==> config.mk <==
export PLATFORM = sky130hd
export DESIGN_NAME = cooperative_task_scheduler_top
export DESIGN_NICKNAME = d
export VERILOG_FILES = /design/src/sv/cts_pkg.sv /design/src/sv/cts_slot_mem.sv /design/src/sv/cooperative_task_scheduler_top.sv
export SDC_FILE = /design/constraint.sdc
export NUM_CORES = 1
export LEC_CHECK = 0
export BUFFER_PORTS_ARGS = -buffer_cell sky130_fd_sc_hd__buf_2
export CAP_MARGIN = 20
export CORE_ASPECT_RATIO = 1.5
export CORE_MARGIN = 4
export CORE_UTILIZATION = 55
export DETAILED_ROUTE_END_ITERATION = 6
export GPL_TIMING_DRIVEN = 0
export PLACE_DENSITY_LB_ADDON = 0.12
export SETUP_SLACK_MARGIN = 0.5
export SLEW_MARGIN = 10
export SYNTH_ARGS = -nofsm -noshare
export SYNTH_HDL_FRONTEND = slang
export SYNTH_SLANG_ARGS = --single-unit
==> constraint.sdc <==
create_clock -name clk_i -period 9.6 [get_ports clk_i]
set_input_delay 0.96 -clock clk_i [delete_from_list [all_inputs] [get_ports clk_i]]
set_output_delay 0.96 -clock clk_i [all_outputs]
set_load 0.005 [all_outputs]
==> src/sv/cts_pkg.sv <==
// Shared types, codes and constants of the cooperative task scheduler.
package cts_pkg;

  localparam int unsigned MaxTasksDef = 8;
  localparam int unsigned CountW      = 8;
  localparam int unsigned SlotW       = 3;

  typedef enum logic [1:0] {
    FUNC_TICK = 2'd0,
    FUNC_ADD  = 2'd1,
    FUNC_DEL  = 2'd2
  } func_e;

  typedef enum logic [2:0] {
    EV_DUE       = 3'd0,
    EV_ADDED     = 3'd1,
    EV_FULL      = 3'd2,
    EV_DELETED   = 3'd3,
    EV_UNDEFINED = 3'd4
  } event_e;

  typedef enum logic [1:0] {
    ST_IDLE,
    ST_SCAN,
    ST_EMIT
  } state_e;

  typedef struct packed {
    func_e             func;
    logic [CountW-1:0] delay;
    logic [CountW-1:0] period;
    logic [SlotW-1:0]  task_id;
  } in_t;

  typedef struct packed {
    event_e           event_res;
    logic [SlotW-1:0] slot;
    logic             last;
  } out_t;

  typedef struct packed {
    logic [CountW-1:0] delay;
    logic [CountW-1:0] period;
  } slot_ent_t;

endpackage

==> src/sv/cts_slot_mem.sv <==
// Slot table memory: one write port, one registered read port.
module cts_slot_mem import cts_pkg::*; #(
  parameter int unsigned Depth = MaxTasksDef,
  parameter int unsigned AddrW = (Depth > 1) ? $clog2(Depth) : 1
) (
  input  logic             clk_i,
  input  logic             we_i,
  input  logic [AddrW-1:0] waddr_i,
  input  slot_ent_t        wdata_i,
  input  logic             re_i,
  input  logic [AddrW-1:0] raddr_i,
  output slot_ent_t        rdata_o
);

  slot_ent_t mem_q [Depth];
  slot_ent_t rdata_q;

  always_ff @(posedge clk_i) begin
    if (we_i) begin
      mem_q[waddr_i] <= wdata_i;
    end
  end

  always_ff @(posedge clk_i) begin
    if (re_i) begin
      rdata_q <= mem_q[raddr_i];
    end
  end

  assign rdata_o = rdata_q;

endmodule

==> src/sv/cooperative_task_scheduler_top.sv <==
// Top level of the cooperative task scheduler: control, valid marks and result register.
//
//   channel | direction | handshake              | payload
//   in      | input     | in_valid_i / in_ready_o  | in_i  (func, delay, period, task_id)
//   out     | output    | out_valid_o / out_ready_i| out_o (event_res, slot, last)
//
// Add and delete items give one beat each.
// A tick walks the slot memory, one slot per cycle (through the single registered read
// port), then scans the due marks, one slot per cycle while the output is not stalled,
// giving one beat per due slot.
// Reset clears all valid marks and the next free slot; no memory clear pass.
// A stalled output holds the due scan; input is taken only when idle and the result
// register can load.
module cooperative_task_scheduler_top import cts_pkg::*; #(
  parameter int unsigned MaxTasks = MaxTasksDef
) (
  input  logic clk_i,
  input  logic rst_ni,
  input  logic in_valid_i,
  output logic in_ready_o,
  input  in_t  in_i,
  output logic out_valid_o,
  input  logic out_ready_i,
  output out_t out_o
);

  localparam int unsigned IdxW = (MaxTasks > 1) ? $clog2(MaxTasks) : 1;
  localparam int unsigned CntW = $clog2(MaxTasks + 1);

  state_e              state_q, state_d;
  logic [CntW-1:0]     scan_cnt_q, scan_cnt_d;
  logic [IdxW-1:0]     emit_idx_q, emit_idx_d;
  logic [MaxTasks-1:0] due_q, due_d;
  logic [MaxTasks-1:0] valid_q, valid_d;
  logic [CntW-1:0]     nfree_q, nfree_d;
  out_t                out_q, out_d;
  logic                out_valid_q, out_valid_d;

  logic            mem_we, mem_re;
  logic [IdxW-1:0] mem_waddr, mem_raddr;
  slot_ent_t       mem_wdata, mem_rdata;

  logic                in_acc, out_free, scan_last, proc_en, hit, emit_hit, emit_last;
  logic [IdxW-1:0]     proc_idx, del_idx;
  logic [CountW-1:0]   dec;
  logic [MaxTasks-1:0] emit_rest;
  logic                del_ok;

  cts_slot_mem #(
    .Depth (MaxTasks),
    .AddrW (IdxW)
  ) u_mem (
    .clk_i   (clk_i),
    .we_i    (mem_we),
    .waddr_i (mem_waddr),
    .wdata_i (mem_wdata),
    .re_i    (mem_re),
    .raddr_i (mem_raddr),
    .rdata_o (mem_rdata)
  );

  assign out_free  = !out_valid_q || out_ready_i;
  assign in_acc    = in_valid_i && in_ready_o;
  assign scan_last = scan_cnt_q == CntW'(MaxTasks);
  assign proc_idx  = IdxW'(scan_cnt_q - CntW'(1));
  assign proc_en   = (scan_cnt_q != '0) && valid_q[proc_idx];
  assign dec       = mem_rdata.delay - CountW'(1);
  assign hit       = dec == '0;
  assign emit_hit  = due_q[emit_idx_q];
  assign emit_rest = (due_q >> emit_idx_q) >> 1;
  assign emit_last = emit_rest == '0;
  assign del_idx   = IdxW'(in_i.task_id);
  assign del_ok    = (32'(in_i.task_id) < 32'(MaxTasks)) && valid_q[del_idx];

  always_comb begin
    state_d = state_q;
    case (state_q)
      ST_IDLE: begin
        if (in_acc && in_i.func == FUNC_TICK) begin
          state_d = ST_SCAN;
        end
      end
      ST_SCAN: begin
        if (scan_last) begin
          state_d = ST_EMIT;
        end
      end
      ST_EMIT: begin
        if (due_q == '0) begin
          state_d = ST_IDLE;
        end else if (out_free && ((emit_hit && emit_last) ||
                                  emit_idx_q == IdxW'(MaxTasks - 1))) begin
          state_d = ST_IDLE;
        end
      end
      default: state_d = ST_IDLE;
    endcase
  end

  always_comb begin
    in_ready_o  = 1'b0;
    mem_we      = 1'b0;
    mem_waddr   = '0;
    mem_wdata   = '0;
    mem_re      = 1'b0;
    mem_raddr   = '0;
    scan_cnt_d  = scan_cnt_q;
    emit_idx_d  = emit_idx_q;
    due_d       = due_q;
    valid_d     = valid_q;
    nfree_d     = nfree_q;
    out_d       = out_q;
    out_valid_d = out_valid_q && !out_ready_i;
    case (state_q)
      ST_IDLE: begin
        in_ready_o = out_free;
        if (in_acc) begin
          case (in_i.func)
            FUNC_ADD: begin
              out_valid_d = 1'b1;
              if (nfree_q < CntW'(MaxTasks)) begin
                mem_we                       = 1'b1;
                mem_waddr                    = IdxW'(nfree_q);
                mem_wdata.delay              = in_i.delay + CountW'(1);
                mem_wdata.period             = in_i.period;
                valid_d[IdxW'(nfree_q)]      = 1'b1;
                nfree_d                      = nfree_q + CntW'(1);
                out_d.event_res              = EV_ADDED;
                out_d.slot                   = SlotW'(nfree_q);
              end else begin
                out_d.event_res = EV_FULL;
                out_d.slot      = '0;
              end
              out_d.last = 1'b1;
            end
            FUNC_DEL: begin
              out_valid_d = 1'b1;
              if (del_ok) begin
                valid_d[del_idx] = 1'b0;
                out_d.event_res  = EV_DELETED;
              end else begin
                out_d.event_res = EV_UNDEFINED;
              end
              out_d.slot = in_i.task_id;
              out_d.last = 1'b1;
            end
            FUNC_TICK: begin
              scan_cnt_d = '0;
              due_d      = '0;
            end
            default: ;
          endcase
        end
      end
      ST_SCAN: begin
        mem_re     = scan_cnt_q < CntW'(MaxTasks);
        mem_raddr  = IdxW'(scan_cnt_q);
        scan_cnt_d = scan_cnt_q + CntW'(1);
        emit_idx_d = '0;
        if (proc_en) begin
          mem_we           = 1'b1;
          mem_waddr        = proc_idx;
          mem_wdata.period = mem_rdata.period;
          if (hit) begin
            mem_wdata.delay = mem_rdata.period;
            due_d[proc_idx] = 1'b1;
            if (mem_rdata.period == '0) begin
              valid_d[proc_idx] = 1'b0;
            end
          end else begin
            mem_wdata.delay = dec;
          end
        end
      end
      ST_EMIT: begin
        if (out_free) begin
          emit_idx_d = emit_idx_q + IdxW'(1);
          if (emit_hit) begin
            out_valid_d     = 1'b1;
            out_d.event_res = EV_DUE;
            out_d.slot      = SlotW'(emit_idx_q);
            out_d.last      = emit_last;
          end
        end
      end
      default: ;
    endcase
  end

  always_ff @(posedge clk_i or negedge rst_ni) begin
    if (!rst_ni) begin
      state_q     <= ST_IDLE;
      scan_cnt_q  <= '0;
      emit_idx_q  <= '0;
      due_q       <= '0;
      valid_q     <= '0;
      nfree_q     <= '0;
      out_valid_q <= 1'b0;
    end else begin
      state_q     <= state_d;
      scan_cnt_q  <= scan_cnt_d;
      emit_idx_q  <= emit_idx_d;
      due_q       <= due_d;
      valid_q     <= valid_d;
      nfree_q     <= nfree_d;
      out_valid_q <= out_valid_d;
    end
  end

  always_ff @(posedge clk_i) begin
    out_q <= out_d;
  end

  assign out_valid_o = out_valid_q;
  assign out_o       = out_q;

  a_tick_starts_scan: assert property (@(posedge clk_i) disable iff (!rst_ni)
    in_acc && in_i.func == FUNC_TICK |=> state_q == ST_SCAN)
    else $error("tick did not start the slot walk");

  a_scan_to_emit: assert property (@(posedge clk_i) disable iff (!rst_ni)
    state_q == ST_SCAN && scan_last |=> state_q == ST_EMIT)
    else $error("slot walk did not hand over to the due scan");

  a_nfree_bound: assert property (@(posedge clk_i) disable iff (!rst_ni)
    nfree_q <= CntW'(MaxTasks))
    else $error("next free slot beyond table");

  a_nonlast_in_emit: assert property (@(posedge clk_i) disable iff (!rst_ni)
    out_valid_q && !out_q.last |-> state_q == ST_EMIT && out_q.event_res == EV_DUE)
    else $error("non-final beat outside due scan");

  a_busy_not_ready: assert property (@(posedge clk_i) disable iff (!rst_ni)
    state_q != ST_IDLE |-> !in_ready_o)
    else $error("input ready while busy");

endmodule

==> summary.txt <==
Status
  – Run status: finished, final reports clean

Worst setup path
  – Startpoint Class: flop
  – CP Data Arrival Time: 4660 ps
  – Worst r2r dst: u_mem.mem_q[6][14]$_DFFE_PP_
  – Delay-heaviest family, CP: simple AND/OR/NAND/NOR gates
  – Worst R2R Setup Slack: 5070 ps
  – Crit-path max cell delay: 800 ps
  – Slowest stage cell, crit path: nor3_2
  – Worst r2r src: scan_cnt_q[0]$_DFFE_PN0P_
  – Cell Chain, Critical Path: clkbuf_1, inv_1, ha_1, xnor2_1, and3_1, o32ai_2, a211oi_1, a21boi_0, nor3_2, buf_4
  – Critical path data required time: 9730 ps
  – Crit Path Category: flop to flop
  – Peak fanout along the critical path: 10
  – WP buf/inv: 3
  – Worst R2R Path Depth: 10
  – Setup crit end kind: flop

Timing
  – Least-Margin Pin Slew: 1140 ps
  – Final period util: 47.2%
  – Fin. max-slew vios: 0
  – Max_slew headroom: 23.5%
  – Sum Neg Setup Slack: 0 ps
  – Final setup violation count: 0
  – RSZ-0062 raised after global routing: false
  – Clock Skew: 8.78 ps
  – Final hold violations: 0
  – Fmax: 221 MHz
  – Minimum clock period: 4530 ps

Placed design
  – Post-DP HPWL: 14.1 mm
  – Port buffer count: 31
  – Routability cong.: 0.914
  – Placed Area: 8840 µm²

Floorplan
  – Ports: 34
  – Row cnt: 54
  – Die Y-Extent: 158 µm
  – Core Area: 14700 µm²
  – Die area: 17100 µm²
  – Initial Util: 56.4%
  – Die Width: 108 µm

Layout
  – Final Cell Area: 9430 µm²
  – Filler Cells Inserted: 1068
  – Area Overhead vs Synth: 14.1%
  – Nets: 658
  – Multi-input gate area: 2860 µm²
  – ANT cells: 0
  – Fraction of layout cells with a size suffix above 1: 24.6%
  – Register area: 5290 µm²

Logic synthesis
  – Synthesized net count: 596
  – Register area share after synthesis: 63.9%
  – Post-synth EDFFs: 151
  – Avg Inst Size Synth: 14.8 µm²
  – Mapped Area: 8270 µm²
  – Ys Warns: 0
  – Most used DFF post-synth: edfxtp_1
  – Synth unique cells: 63
  – Async set or reset register ratio after synthesis: 16.6%
  – Post-synthesis cell count: 560
  – Register bit total from synthesis: 181

Routing
  – Vias after detailed routing: 5208
  – DRC: 0
  – WL/cell: 23.7 µm
  – Routed Antenna Nets: 0
  – Initial DRC count: 383
  – First drt pass iteration count: 6
  – Drt via density: 6.27
  – Total wire length: 19.7 mm

CTS
  – Sink Count: 181
  – Setup Buffers After CTS: 0
  – CTS tree: yes
  – Hold Buf Count CTS: 0
  – Resized cells post-CTS: 0
  – Worst skew pair latency: 430 ps
  – Clock edge transition at the registers on the reported setup and hold paths: 70 ps
  – H-tree depth: 4
  – Clock Path Buffers: 2
  – CTS Buf Count: 17
  – Clock Tree Root: clkbuf_16

Hold path
  – Depth of the worst hold-timing path: 1
  – Min-delay worst type: flop to flop
  – Hold Crit Endpoint: due_q[2]$_DFFE_PN0P_
  – Min-delay src: due_q[2]$_DFFE_PN0P_

Power
  – Sequential share of power: 41.2%
  – Switching power: 1.27 mW
  – Worst vdd ir: 0.190 mV
  – PwrDens: 359 nW/µm²
  – Clock power share: 20.0%
  – P_int: 2.12 mW
  – Static Leak: 3.29 nW
  – Comb power frac: 38.8%
  – Switching Share: 37.5%

GRT
  – Number of global-route vias before repair: 5205
  – First-pass GRT wire length: 30.2 mm
  – Largest net degree at the start of global routing: 31
  – Initial antenna violation count: 0
  – Total gr overflow: 0
  – Total GRT Usage: 24.4%

Flow run
  – Maxcap violations: 0
==> worst max path at each step <==
| stage | from | slack (ps) | endpoint | depth (start not counted) |
|---|---|---|---|---|
| final | scan_cnt_q[0]$_DFFE_PN0P_ | 5070 | u_mem.mem_q[6][14]$_DFFE_PP_ | 10 |
| after global routing | scan_cnt_q[0]$_DFFE_PN0P_ | 4810 | u_mem.mem_q[6][14]$_DFFE_PP_ | 10 |
| after CTS | scan_cnt_q[0]$_DFFE_PN0P_ | 5170 | u_mem.mem_q[6][9]$_DFFE_PP_ | 10 |
| after detailed placement | scan_cnt_q[0]$_DFFE_PN0P_ | 5190 | u_mem.mem_q[6][14]$_DFFE_PP_ | 10 |
| after global placement | scan_cnt_q[0]$_DFFE_PN0P_ | 3820 | u_mem.mem_q[1][13]$_DFFE_PP_ | 9 |
| after floorplan | scan_cnt_q[0]$_DFFE_PN0P_ | 5690 | u_mem.mem_q[3][0]$_DFFE_PP_ | 9 |
==> layer usage <==
layer	part of all wire, %	track usage [%]
met3	5.5	4.00
met5	0	0
met4	3.2	8.84
met1	38	29.9
met2	54	43.4
==> registers in the layout (all words and copies together), names as in the netlist <==
name,flops
u_mem.mem_q,128
u_mem.rdata_o,16
due_q,8
valid_q,8
out_o,7
nfree_q,4
scan_cnt_q,4
emit_idx_q,3
state_q,2
out_valid_o,1
==> power by group through the flow <==
stage | clock network, mW | registers, mW | logic (mW)
after floorplan | 0 | 1.37 | 0.860
after CTS | 0.684 | 1.40 | 1.31
final | 0.677 | 1.40 | 1.31
after detailed placement | 0 | 1.41 | 1.30
after global routing | 0.717 | 1.42 | 1.41
after global placement | 0 | 1.41 | 1.19
==> logic make-up after synthesis <==
family	after synthesis	share of synthesized area, %
flops	181	63.9
simple gates	140	8.60
compound gates	116	9.67
mux	57	12.4
buf+inv	39	1.89
xor+xnor	16	1.79
fa+ha+maj	11	1.67
==> cells in the final DEF (no fill, tap or decap), types with 10 or more instances in the layout <==
| master | instances |
|---|---|
| dfrtp_1 | 30 |
| a22o_1 | 11 |
| buf_2 | 39 |
| clkbuf_16 | 17 |
| nor2_1 | 22 |
| mux2_2 | 16 |
| nand2_1 | 44 |
| nor3_1 | 10 |
| o21ai_0 | 22 |
| mux4_2 | 35 |
| nand3_1 | 11 |
| a21oi_1 | 21 |
| o22ai_1 | 11 |
| clkbuf_1 | 18 |
| ha_1 | 11 |
| inv_1 | 12 |
| edfxtp_1 | 151 |
==> area by class of cell <==
cell class | count | share of cell area (%)
inverter | 12 | 0.478
sequential | 181 | 56.0
timing repair buffer | 43 | 3.16
buffer | 27 | 1.18
multi-input combinational | 340 | 30.3
clock buffer | 17 | 4.51
clock inverter | 15 | 1.74
tap | 196 | 2.60
==> synthesized netlist by cell type (all sizes together), types with 4 or more instances <==
cell type / count / share of area [%]
a211oi: 6 / 0.54
a21o: 5 / 0.45
a21oi: 21 / 1.3
a22o: 11 / 1.2
a31oi: 4 / 0.30
buf: 9 / 0.53
clkbuf: 18 / 0.82
dfrtp: 30 / 9.1
edfxtp: 151 / 55
ha: 11 / 1.7
inv: 12 / 0.54
mux2: 16 / 2.2
mux2i: 6 / 0.73
mux4: 35 / 9.5
nand2: 44 / 2.0
nand2b: 9 / 0.68
nand3: 11 / 0.67
nor2: 28 / 1.3
nor2b: 5 / 0.38
nor3: 15 / 0.97
nor4: 7 / 0.61
o21ai: 27 / 1.7
o22ai: 11 / 0.83
o2bb2ai: 4 / 0.42
o31ai: 5 / 0.45
xnor2: 7 / 0.74
xor2: 9 / 1.0
==> metrics by stage <==
step	power, mW	worst slack, ps	hold slack, ps	utilization (%)	cells
final	3.39	5070	549	64.3	831
after global routing	3.54	4810	563	64.3	831
after CTS	3.39	5170	547	64.3	831
after detailed placement	2.71	5190	529	60.3	799
after global placement	2.60	3820	520	59.1	787
after floorplan	2.23	5690	474	-	560
No activity file was read; power rests on OpenSTA's default activity.
